**src/rtl/core/assert_macros.svh**
```systemverilog
// Assertion macros used by the search core RTL.
`ifndef ASSERT_MACROS_SVH
`define ASSERT_MACROS_SVH

// Checked on every rising edge of clk_i outside reset.
`define ASSERT_RST(lbl, prop, msg) \
  lbl: assert property (@(posedge clk_i) disable iff (!rst_ni) prop) else $error(msg);

// Checked on every rising edge of clk_i, reset included.
`define ASSERT_ALWAYS(lbl, prop, msg) \
  lbl: assert property (@(posedge clk_i) prop) else $error(msg);

`endif

```
**src/rtl/core/ppr_pkg.sv**
```systemverilog
// Types and constants of the PLL power-of-two ratio search.
package ppr_pkg;

  localparam int FreqBitsDefault = 16;
  localparam int PllBitsDefault  = 10;
  localparam int OfsW            = 8;

  localparam int PllMinReset = 180;
  localparam int PllMaxReset = 360;
  localparam int OfsMaxReset = 7;

  localparam int CfgIdxW = 2;

  typedef enum logic [CfgIdxW-1:0] {
    REG_PLL_MIN = 2'd0,
    REG_PLL_MAX = 2'd1,
    REG_OFS_MAX = 2'd2
  } ppr_reg_e;

  typedef enum logic [1:0] {
    ST_IDLE,
    ST_SEARCH,
    ST_DONE
  } ppr_state_e;

endpackage

```
**src/rtl/core/ppr_match.sv**
```systemverilog
// Combinational test of one candidate frequency against the PLL range.
module ppr_match import ppr_pkg::*; #(
  parameter int FREQ_BITS = FreqBitsDefault,
  parameter int PLL_BITS  = PllBitsDefault
) (
  input  logic [FREQ_BITS:0]  freq_i,
  input  logic [PLL_BITS-1:0] pll_min_i,
  input  logic [PLL_BITS-1:0] pll_max_i,
  output logic                hit_o,
  output logic [PLL_BITS-1:0] pll_o
);

  localparam int TzW = $clog2(FREQ_BITS + 1);

  logic [TzW-1:0]      tz;
  logic [FREQ_BITS:0]  odd;
  logic                fits;
  logic [2*PLL_BITS-1:0] cand;
  logic [2*PLL_BITS-1:0] min_ext;
  logic [2*PLL_BITS-1:0] max_ext;

  // Strip trailing zeros: every reachable PLL value is the odd part
  // shifted left by some amount.
  always_comb begin
    tz = '0;
    for (int i = FREQ_BITS; i >= 0; i--) begin
      if (freq_i[i]) begin
        tz = TzW'(i);
      end
    end
  end

  assign odd  = freq_i >> tz;
  assign fits = (freq_i != '0) && ((odd >> PLL_BITS) == '0);

  assign min_ext = {{PLL_BITS{1'b0}}, pll_min_i};
  assign max_ext = {{PLL_BITS{1'b0}}, pll_max_i};

  // Shifted copies grow with the shift, so the smallest shift in range
  // is the smallest matching PLL value.
  always_comb begin
    hit_o = 1'b0;
    pll_o = '0;
    cand  = '0;
    for (int j = PLL_BITS - 1; j >= 0; j--) begin
      cand = {{PLL_BITS{1'b0}}, odd[PLL_BITS-1:0]} << j;
      if (fits && cand >= min_ext && cand <= max_ext) begin
        hit_o = 1'b1;
        pll_o = cand[PLL_BITS-1:0];
      end
    end
  end

endmodule

```
**src/rtl/core/pll_power_of_two_ratio_search_core.sv**
```systemverilog
// Top level of the PLL power-of-two ratio search.
//
// A request carries a wanted frequency on requested_freq_i (valid/ready).
// The block tries candidate frequencies in order: the request, then for
// each offset d up to offset_max the request plus d, then the request
// minus d when the request exceeds d. Each candidate is tested by a shared
// match unit that finds the smallest PLL value in [pll_min, pll_max] whose
// ratio to the candidate is a power of two. The first hit ends the search;
// found_o low with zero fields means none. At most 2 * offset_max + 1
// candidates are tried. One request is in flight at a time: in_ready_o is
// high only while idle, so with a ready receiver a request passes through
// the search, response and idle states. After a response is taken the next
// request can be accepted in the following cycle. The response is held in
// registers until out_ready_i; a stalled receiver simply keeps the block
// waiting. Reset sets pll_min to 180, pll_max to 360 and offset_max to 7 and
// returns to idle. Register writes through cfg_we_i take effect at once; the
// user must keep them to idle periods, as the block does not enforce it.
module pll_power_of_two_ratio_search_core import ppr_pkg::*; #(
  parameter int FREQ_BITS = FreqBitsDefault,
  parameter int PLL_BITS  = PllBitsDefault
) (
  input  logic                 clk_i,
  input  logic                 rst_ni,

  input  logic                 cfg_we_i,
  input  logic [CfgIdxW-1:0]   cfg_index_i,
  input  logic [(PLL_BITS > OfsW ? PLL_BITS : OfsW)-1:0] cfg_wdata_i,

  input  logic                 in_valid_i,
  output logic                 in_ready_o,
  input  logic [FREQ_BITS-1:0] requested_freq_i,

  output logic                 out_valid_o,
  input  logic                 out_ready_i,
  output logic                 found_o,
  output logic [PLL_BITS-1:0]  pll_value_o,
  output logic [FREQ_BITS:0]   adjusted_freq_o
);

  ppr_state_e state_q, state_d;

  logic [PLL_BITS-1:0]  pll_min_q, pll_max_q;
  logic [OfsW-1:0]      ofs_max_q;

  logic [FREQ_BITS-1:0] req_q, req_d;
  logic [OfsW-1:0]      d_q, d_d;
  logic                 side_q, side_d;
  logic                 found_q, found_d;
  logic [PLL_BITS-1:0]  pll_q, pll_d;
  logic [FREQ_BITS:0]   adj_q, adj_d;

  logic [FREQ_BITS:0]   cand_freq;
  logic                 hit;
  logic [PLL_BITS-1:0]  hit_pll;
  logic                 minus_next;
  logic                 exhausted;
  logic                 in_fire;
  logic                 out_fire;

  // Configuration registers.
  always_ff @(posedge clk_i or negedge rst_ni) begin
    if (!rst_ni) begin
      pll_min_q <= PLL_BITS'(PllMinReset);
      pll_max_q <= PLL_BITS'(PllMaxReset);
      ofs_max_q <= OfsW'(OfsMaxReset);
    end else if (cfg_we_i) begin
      unique case (cfg_index_i)
        REG_PLL_MIN: pll_min_q <= cfg_wdata_i[PLL_BITS-1:0];
        REG_PLL_MAX: pll_max_q <= cfg_wdata_i[PLL_BITS-1:0];
        REG_OFS_MAX: ofs_max_q <= cfg_wdata_i[OfsW-1:0];
        default: ;
      endcase
    end
  end

  // Candidate under test: request plus or minus the current offset.
  assign cand_freq = side_q ? ({1'b0, req_q} - (FREQ_BITS+1)'(d_q))
                            : ({1'b0, req_q} + (FREQ_BITS+1)'(d_q));

  ppr_match #(
    .FREQ_BITS (FREQ_BITS),
    .PLL_BITS  (PLL_BITS)
  ) u_match (
    .freq_i    (cand_freq),
    .pll_min_i (pll_min_q),
    .pll_max_i (pll_max_q),
    .hit_o     (hit),
    .pll_o     (hit_pll)
  );

  assign minus_next = !side_q && (d_q != '0) && (req_q > FREQ_BITS'(d_q));
  assign exhausted  = !minus_next && (d_q == ofs_max_q);

  assign in_fire  = in_valid_i && in_ready_o;
  assign out_fire = out_valid_o && out_ready_i;

  // Next state.
  always_comb begin
    state_d = state_q;
    unique case (state_q)
      ST_IDLE:   if (in_valid_i) state_d = ST_SEARCH;
      ST_SEARCH: if (hit || exhausted) state_d = ST_DONE;
      ST_DONE:   if (out_ready_i) state_d = ST_IDLE;
      default:   state_d = ST_IDLE;
    endcase
  end

  // Handshake outputs.
  always_comb begin
    in_ready_o  = 1'b0;
    out_valid_o = 1'b0;
    unique case (state_q)
      ST_IDLE:   in_ready_o  = 1'b1;
      ST_SEARCH: ;
      ST_DONE:   out_valid_o = 1'b1;
      default:   ;
    endcase
  end

  // Search sequencer datapath.
  always_comb begin
    req_d   = req_q;
    d_d     = d_q;
    side_d  = side_q;
    found_d = found_q;
    pll_d   = pll_q;
    adj_d   = adj_q;
    if (in_fire) begin
      req_d  = requested_freq_i;
      d_d    = '0;
      side_d = 1'b0;
    end else if (state_q == ST_SEARCH) begin
      if (hit) begin
        found_d = 1'b1;
        pll_d   = hit_pll;
        adj_d   = cand_freq;
      end else if (exhausted) begin
        found_d = 1'b0;
        pll_d   = '0;
        adj_d   = '0;
      end else if (minus_next) begin
        side_d = 1'b1;
      end else begin
        side_d = 1'b0;
        d_d    = d_q + OfsW'(1);
      end
    end
  end

  always_ff @(posedge clk_i or negedge rst_ni) begin
    if (!rst_ni) begin
      state_q <= ST_IDLE;
      side_q  <= 1'b0;
      d_q     <= '0;
    end else begin
      state_q <= state_d;
      side_q  <= side_d;
      d_q     <= d_d;
    end
  end

  always_ff @(posedge clk_i) begin
    req_q   <= req_d;
    found_q <= found_d;
    pll_q   <= pll_d;
    adj_q   <= adj_d;
  end

  assign found_o         = found_q;
  assign pll_value_o     = pll_q;
  assign adjusted_freq_o = adj_q;

`include "assert_macros.svh"

  `ASSERT_ALWAYS(a_ready_valid_excl, !(in_ready_o && out_valid_o), "ready while holding a response")
  `ASSERT_RST(a_minus_needs_offset, (state_q == ST_SEARCH && side_q) |-> (d_q != '0 && req_q > FREQ_BITS'(d_q)), "minus side with no room")
  `ASSERT_RST(a_miss_is_zero, (out_valid_o && !found_o) |-> (pll_value_o == '0 && adjusted_freq_o == '0), "miss with nonzero fields")
  `ASSERT_RST(a_hit_in_range, (out_valid_o && found_o) |-> (pll_value_o >= pll_min_q && pll_value_o <= pll_max_q && pll_value_o != '0), "hit outside PLL range")
  `ASSERT_RST(a_done_to_idle, out_fire |=> in_ready_o, "not idle after response taken")

endmodule
```
**config.mk**
```make
export PLATFORM = sky130hd
export DESIGN_NAME = pll_power_of_two_ratio_search_core
export DESIGN_NICKNAME = d
export VERILOG_FILES = /design/src/rtl/core/ppr_pkg.sv /design/src/rtl/core/ppr_match.sv /design/src/rtl/core/pll_power_of_two_ratio_search_core.sv
export VERILOG_INCLUDE_DIRS = /design/src /design/src/rtl/core
export SDC_FILE = /design/constraint.sdc
export NUM_CORES = 1
export LEC_CHECK = 0
export ABC_CLOCK_PERIOD_IN_PS = 11680
export BUFFER_PORTS_ARGS = -buffer_cell sky130_fd_sc_hd__buf_2
export CORE_MARGIN = 1
export CORE_UTILIZATION = 63
export DETAILED_ROUTE_END_ITERATION = 10
export HOLD_SLACK_MARGIN = 0.12
export PLACE_DENSITY = 0.83
export SYNTH_ARGS = -nofsm -noshare
export SYNTH_HDL_FRONTEND = slang
export SYNTH_SLANG_ARGS = --single-unit
```
**constraint.sdc**
```tcl
create_clock -name clk_i -period 11.68 [get_ports clk_i]
set_input_delay 1.168 -clock clk_i [delete_from_list [all_inputs] [get_ports clk_i]]
set_output_delay 1.168 -clock clk_i [all_outputs]
set_load 0.02 [all_outputs]
```
== Word level (Yosys, flattened, before mapping) ==
Cells that the tools add are included.
Storage, ports and cells
  word-level logic and storage cells: 148
  register bits after elaboration: 83
  bits of input ports: 33
  output and inout bits: 30
Cells by class
  shift-type cells: 1
  bitwise logic cells: 1
  equal/unequal tests: 11
  $add $sub $neg: 3
  magnitude comparators: 21
  reduce and logical (&&, ||, !) cells: 42
  multiplexer cells: 59
Operators with widths (number)
  two-way mux 10 bit: 12
  two-way mux 5 bit: 17
  two-way mux 17 bit: 3
  two-way mux 8 bit: 5
  logical AND 1 bit: 25
  greater-or-equal comparator 19 x 10 -> 1 bit: 1
  less-or-equal comparator 19 x 10 -> 1 bit: 1
  greater-or-equal comparator 18 x 10 -> 1 bit: 1
  less-or-equal comparator 18 x 10 -> 1 bit: 1
  two-way mux 1 bit: 18
  adder 16 x 8 -> 17 bit: 1
  greater-or-equal comparator 17 x 10 -> 1 bit: 1
  less-or-equal comparator 17 x 10 -> 1 bit: 1
  zero test 17 bit: 1
  nonzero test 17 bit: 1
  >> shifter 17 x 5 -> 17 bit: 1
  subtractor 16 x 8 -> 17 bit: 1
  greater-or-equal comparator 16 x 10 -> 1 bit: 1
  greater-than comparator 16 x 8 -> 1 bit: 1
  less-or-equal comparator 16 x 10 -> 1 bit: 1
  greater-or-equal comparator 15 x 10 -> 1 bit: 1
  less-or-equal comparator 15 x 10 -> 1 bit: 1
  greater-or-equal comparator 14 x 10 -> 1 bit: 1
  less-or-equal comparator 14 x 10 -> 1 bit: 1
  25 further kinds: 40

== Depth between registers and ports, before layout ==
  word-level depth: 37
  gate-level depth with buffers: 35
  mapped depth without buffers: 34

== Hierarchy ==
Synthesis repeated with hierarchy kept, for this count alone.
Second synthesis, totals
  cells, all modules: 1022
  area, all modules: 9038.7 sq um
By module, submodules not included
  ppr_match: cells each 625, instances 1, area an instance 4523.1 sq um
  pll_power_of_two_ratio_search_core: cells each 397, instances 1, area an instance 4515.6 sq um

== Worst setup path after synthesis ==
OpenSTA, ideal clock, no wires.
  path kind: reg2reg
  start: register d_q[3]
  end: register adj_q[0] (netlist: adjusted_freq_o[0]), enable pin
  setup time: 0.413 ns
  period minus slack after synthesis: 8.147 ns
  setup slack: 3.533 ns
  stages on the path, launching flop included: 35
  data arrival time: 7.734 ns
  path through: dfrtp_1 > clkbuf_1 > inv_1 > ha_1 > buf_2 > nor3_1 > o21ai_1 > a2111oi_0 > o311ai_4 > xor2_2 > a211oi_2 > o211a_2 > o21ai_0 > a21oi_1 > o22a_1 > a221oi_2 > inv_1 > ha_1 > a21o_1 > a21o_1 > a21oi_1 > o21ai_0 > a21o_1 > a21o_1 > a21oi_1 > a31oi_1 > a21oi_1 > o41ai_1 > a31oi_1 > nand2_1 > nand4_1 > a211oi_1 > inv_1 > a21oi_1 > nor2_1
Between the ends
  word-level cells in the longest chain between the ends: 36
Ends and longest elaborated chain
  start, declared: RTL line pll_power_of_two_ratio_search_core.sv:46  | logic [OfsW-1:0] d_q, d_d;
  start signal, assigned: RTL line pll_power_of_two_ratio_search_core.sv:154  | d_q <= '0;
  start signal, assigned: RTL line pll_power_of_two_ratio_search_core.sv:158  | d_q <= d_d;
  adder 16 x 8 -> 17 bit or subtractor 16 x 8 -> 17 bit (tied branches): RTL line pll_power_of_two_ratio_search_core.sv:78, pll_power_of_two_ratio_search_core.sv:77
  two-way mux 17 bit *: RTL line pll_power_of_two_ratio_search_core.sv:77  | assign cand_freq = side_q ? ({1'b0, req_q} - (FREQ_BITS+1)'(d_q))
  parallel branches: the longest is 31 deep, another holds two-way mux 5 bit
  two-way mux 1 bit *: RTL line ppr_match.sv:47  | if (fits && cand >= min_ext && cand <= max_ext) begin
  named net hit: RTL line pll_power_of_two_ratio_search_core.sv:53  | logic hit;
  nonzero test 2 bit (no line) *
  AND reduction 3 bit (no line) *
  end signal, assigned: RTL line pll_power_of_two_ratio_search_core.sv:166  | adj_q <= adj_d;
  end, declared: RTL line pll_power_of_two_ratio_search_core.sv:50  | logic [FREQ_BITS:0] adj_q, adj_d;
Mark *: on every way through the listed nets, which the timed path passes.
A chain may end at the register's enable or synchronous reset.

== Worst setup path after layout ==
  start: register d_q[2]
  end: register adj_q[8] (netlist: adjusted_freq_o[8]), enable pin
The elaborated chain is that of the path after synthesis.

==> impl_metrics.csv <==
group,metric,value,unit
status,status,"finished clean",
min_path,hold_path_class,"flop to flop",
die,start_util,0.642,
sta,fin_crit,9.57,ns
global_routing,grt_pass1_wl,38300,µm
critical_path,cp.required,11.66,ns
clocking,cts_resized,0,
clocking,cts_root_buf,"clkbuf_16",
global_routing,grt_usage,0.333,
critical_path,cpPeakStageDelay,0.68,ns
cells_and_area,nets,1206,
detailed_routing,wl,23600,µm
synth,ys_ff_latch,83,
die,core,13800,µm²
cells_and_area,syn_to_final_growth,7.77,%
detailed_routing,vias_per_cell,6.69,
critical_path,slowest_stage,"o31ai_4",
die,die-height,121,µm
synth,synth-edff-count,44,
placed_design,io_buffers,62,
sta,slew_headroom,0.360,
clocking,cts_buffers,9,
cells_and_area,diodes,0,
synth,syn_avg_cell_area,8.90,µm²
detailed_routing,drc,0,
clocking,clk_latency,0.35,ns
sta,final.setup.tns,0,ns
placed_design,dpl-instance-area,9280,µm²
synth,synth_top_area_frac,0.182,
synth,syn-cell-area,8870,µm²
critical_path,startpoint_type,"flop",
clocking,post_cts_buffers,0,
clocking,htreeDepth,3,
sta,finalMaxSlewViolations,0,
critical_path,worstSetupPathType,"flop to flop",
die,rows,43,
critical_path,rrSetupSlack,2.11,ns
placed_design,globalplace.congestion,0.968,
cells_and_area,fillers,1109,
cells_and_area,stdcell_area,9560,µm²
sta,min_period_over_period,0.820,
synth,syn_nets,1161,
die,io_pins,63,
detailed_routing,drt_iter0_markers,910,
sta,hold_ws,0.522,ns
synth,ys_warn_count,0,
global_routing,antenna_found_initial,0,
clocking,clkTransAtPathRegs,0.07,ns
clocking,cts_tree,"built",
detailed_routing,drtPass1Iterations,6,
synth,synth.distinct_cells,105,
clocking,ctsHoldBuffers,0,
detailed_routing,ant_nets,0,
sta,grt_setup_unrepaired,"no",
sta,setup_viol,0,
sta,fmax,104,MHz
global_routing,grt_overflow,0,
synth,async_flop_share,0.470,
detailed_routing,wire_per_inst,19.2,µm
global_routing,grt_pass1_vias,7406,
critical_path,crit_path_end_kind,"flop",
critical_path,critPathArrivalTime,9.55,ns
global_routing,grt_start_max_net_pins,40,
die,dieWidth,121,µm
sta,finalHoldViolCount,0,
detailed_routing,num_vias,8213,
job,drv_cap,0,
sta,fin_worst_skew,0.00685,ns
placed_design,post-dp-hpwl,17600,µm
clocking,cts.path.max_buffers,2,
synth,yosysTopAreaCell,"ha_1",
critical_path,worst-path-buf-inv,4,
synth,ys_seq_area_frac,0.260,
critical_path,cp_max_fo,28,
sta,worstMarginPinSlew,0.957,ns
synth,synth.area.top_cells,"ha_1 18%, edfxtp_1 15%, dfrtp_1 7.9%, a21oi_1 4.0%, nor2_1 3.9%",
critical_path,cp_top_family,"compound AO/OA/AOI/OAI gates",
die,die-area,14600,µm²
cells_and_area,drive_gt1_frac,0.156,
synth,netlist_instances,997,
synth,ys.flop_type,"edfxtp_1",
clocking,cts_sinks,83,
[registers in the layout, indices dropped and copies added (netlist names)]
| register | count |
|---|---|
| pll_max_q | 10 |
| req_q | 16 |
| state_q | 2 |
| pll_min_q | 10 |
| ofs_max_q | 8 |
| found_o | 1 |
| side_q | 1 |
| pll_value_o | 10 |
| adjusted_freq_o | 17 |
| d_q | 8 |
[area by class of cell]
class | count | area [µm²] | share of cell area
Timing Repair Buffer | 67 | 348 | 0.0364
Clock inverter | 6 | 43.8 | 0.00458
Multi-Input combinational cell | 826 | 6190 | 0.647
Clock buffer | 10 | 239 | 0.0250
Tap cell | 180 | 225 | 0.0235
Sequential cell | 83 | 2310 | 0.242
Inverter | 55 | 211 | 0.0221
[cell usage after synthesis (4+ instances only)]
master    count
o22ai_1       6
and2_1        7
a221oi_1      4
buf_4         4
a211oi_1      7
a21oi_1      71
a32oi_1       4
o21ai_1       6
o21a_1       11
o31a_1        5
inv_1        49
nor3_1       18
ha_1        129
nor4_1       13
xor2_1        8
o211ai_1      8
o31ai_1       7
and3_1       10
xnor2_1      18
nand4_1      23
a22oi_1       5
nand2_1      67
nand3_1      30
o21ai_0      54
buf_6         4
mux2i_1       9
dfrtp_1      28
nand2b_1     15
a211o_1       5
or4_1         5
edfxtp_1     44
buf_2        12
a31oi_1      10
o311a_1       4
nor2b_1      23
mux2_2       23
dfstp_2      11
nor2_1       92
a21o_1       28
clkbuf_1     12
[routing by layer]
layer  track usage  share of wire
met1         0.481           0.45
met5             0              0
met3        0.0519          0.090
met4         0.118          0.027
met2         0.502           0.43
[kinds of logic after synthesis]
logic type / Yosys count / share of synthesized area
XOR/XNOR: 27 / 0.0275
multiplexers: 35 / 0.0431
AO/OA/AOI/OAI: 303 / 0.249
flip-flops: 83 / 0.260
adder cells (fa/ha/maj): 131 / 0.186
buffers and inverters: 88 / 0.0446
AND/OR/NAND/NOR: 330 / 0.189
[cell usage in the layout (no fill, tap or decap), drive strengths merged, types with 14 or more instances in the layout]
master,Yosys,layout
nor2,92,92
nor4,14,14
nand2,69,69
a21oi,72,72
nor3,19,19
mux2,26,26
inv,52,56
nor2b,23,23
xnor2,18,18
o21ai,63,63
nand3,31,31
buf,21,67
nand4,23,23
a21o,29,29
ha,129,129
nand2b,15,15
edfxtp,44,44
dfrtp,28,28
[metrics by stage]
| step | worst slack, ns | instances | util |
|---|---|---|---|
| 6_report | 2.11 | 1227 | 0.692 |
| 5_1_grt | 1.47 | 1227 | 0.692 |
| 3_3_place_gp | 2.32 | 1211 | 0.671 |
| 4_1_cts | 1.94 | 1227 | 0.691 |
| 3_5_place_dp | 2.03 | 1211 | 0.671 |
| 2_1_floorplan | 3.53 | 997 | - |
[path summary, 6_finish.rpt]
check                                         start                          endpoint  depth (start not counted)
max                              d_q[2]$_DFFE_PN0P_  adjusted_freq_o[8]$_SDFFCE_PN0P_                         32
min in group asynchronous                    rst_ni          pll_min_q[9]$_DFFE_PN0P_                          1
min                        pll_max_q[7]$_DFFE_PN0P_          pll_max_q[7]$_DFFE_PN0P_                          1
min reg2reg                pll_max_q[7]$_DFFE_PN0P_          pll_max_q[7]$_DFFE_PN0P_                          1
max in group asynchronous                    rst_ni                d_q[3]$_DFFE_PN0P_                          1
max reg2reg                      d_q[2]$_DFFE_PN0P_  adjusted_freq_o[8]$_SDFFCE_PN0P_                         32
Power is left out: the tool's default activity adds up to more than one toggle a clock period on the data nets, which glitch-free logic cannot reach.
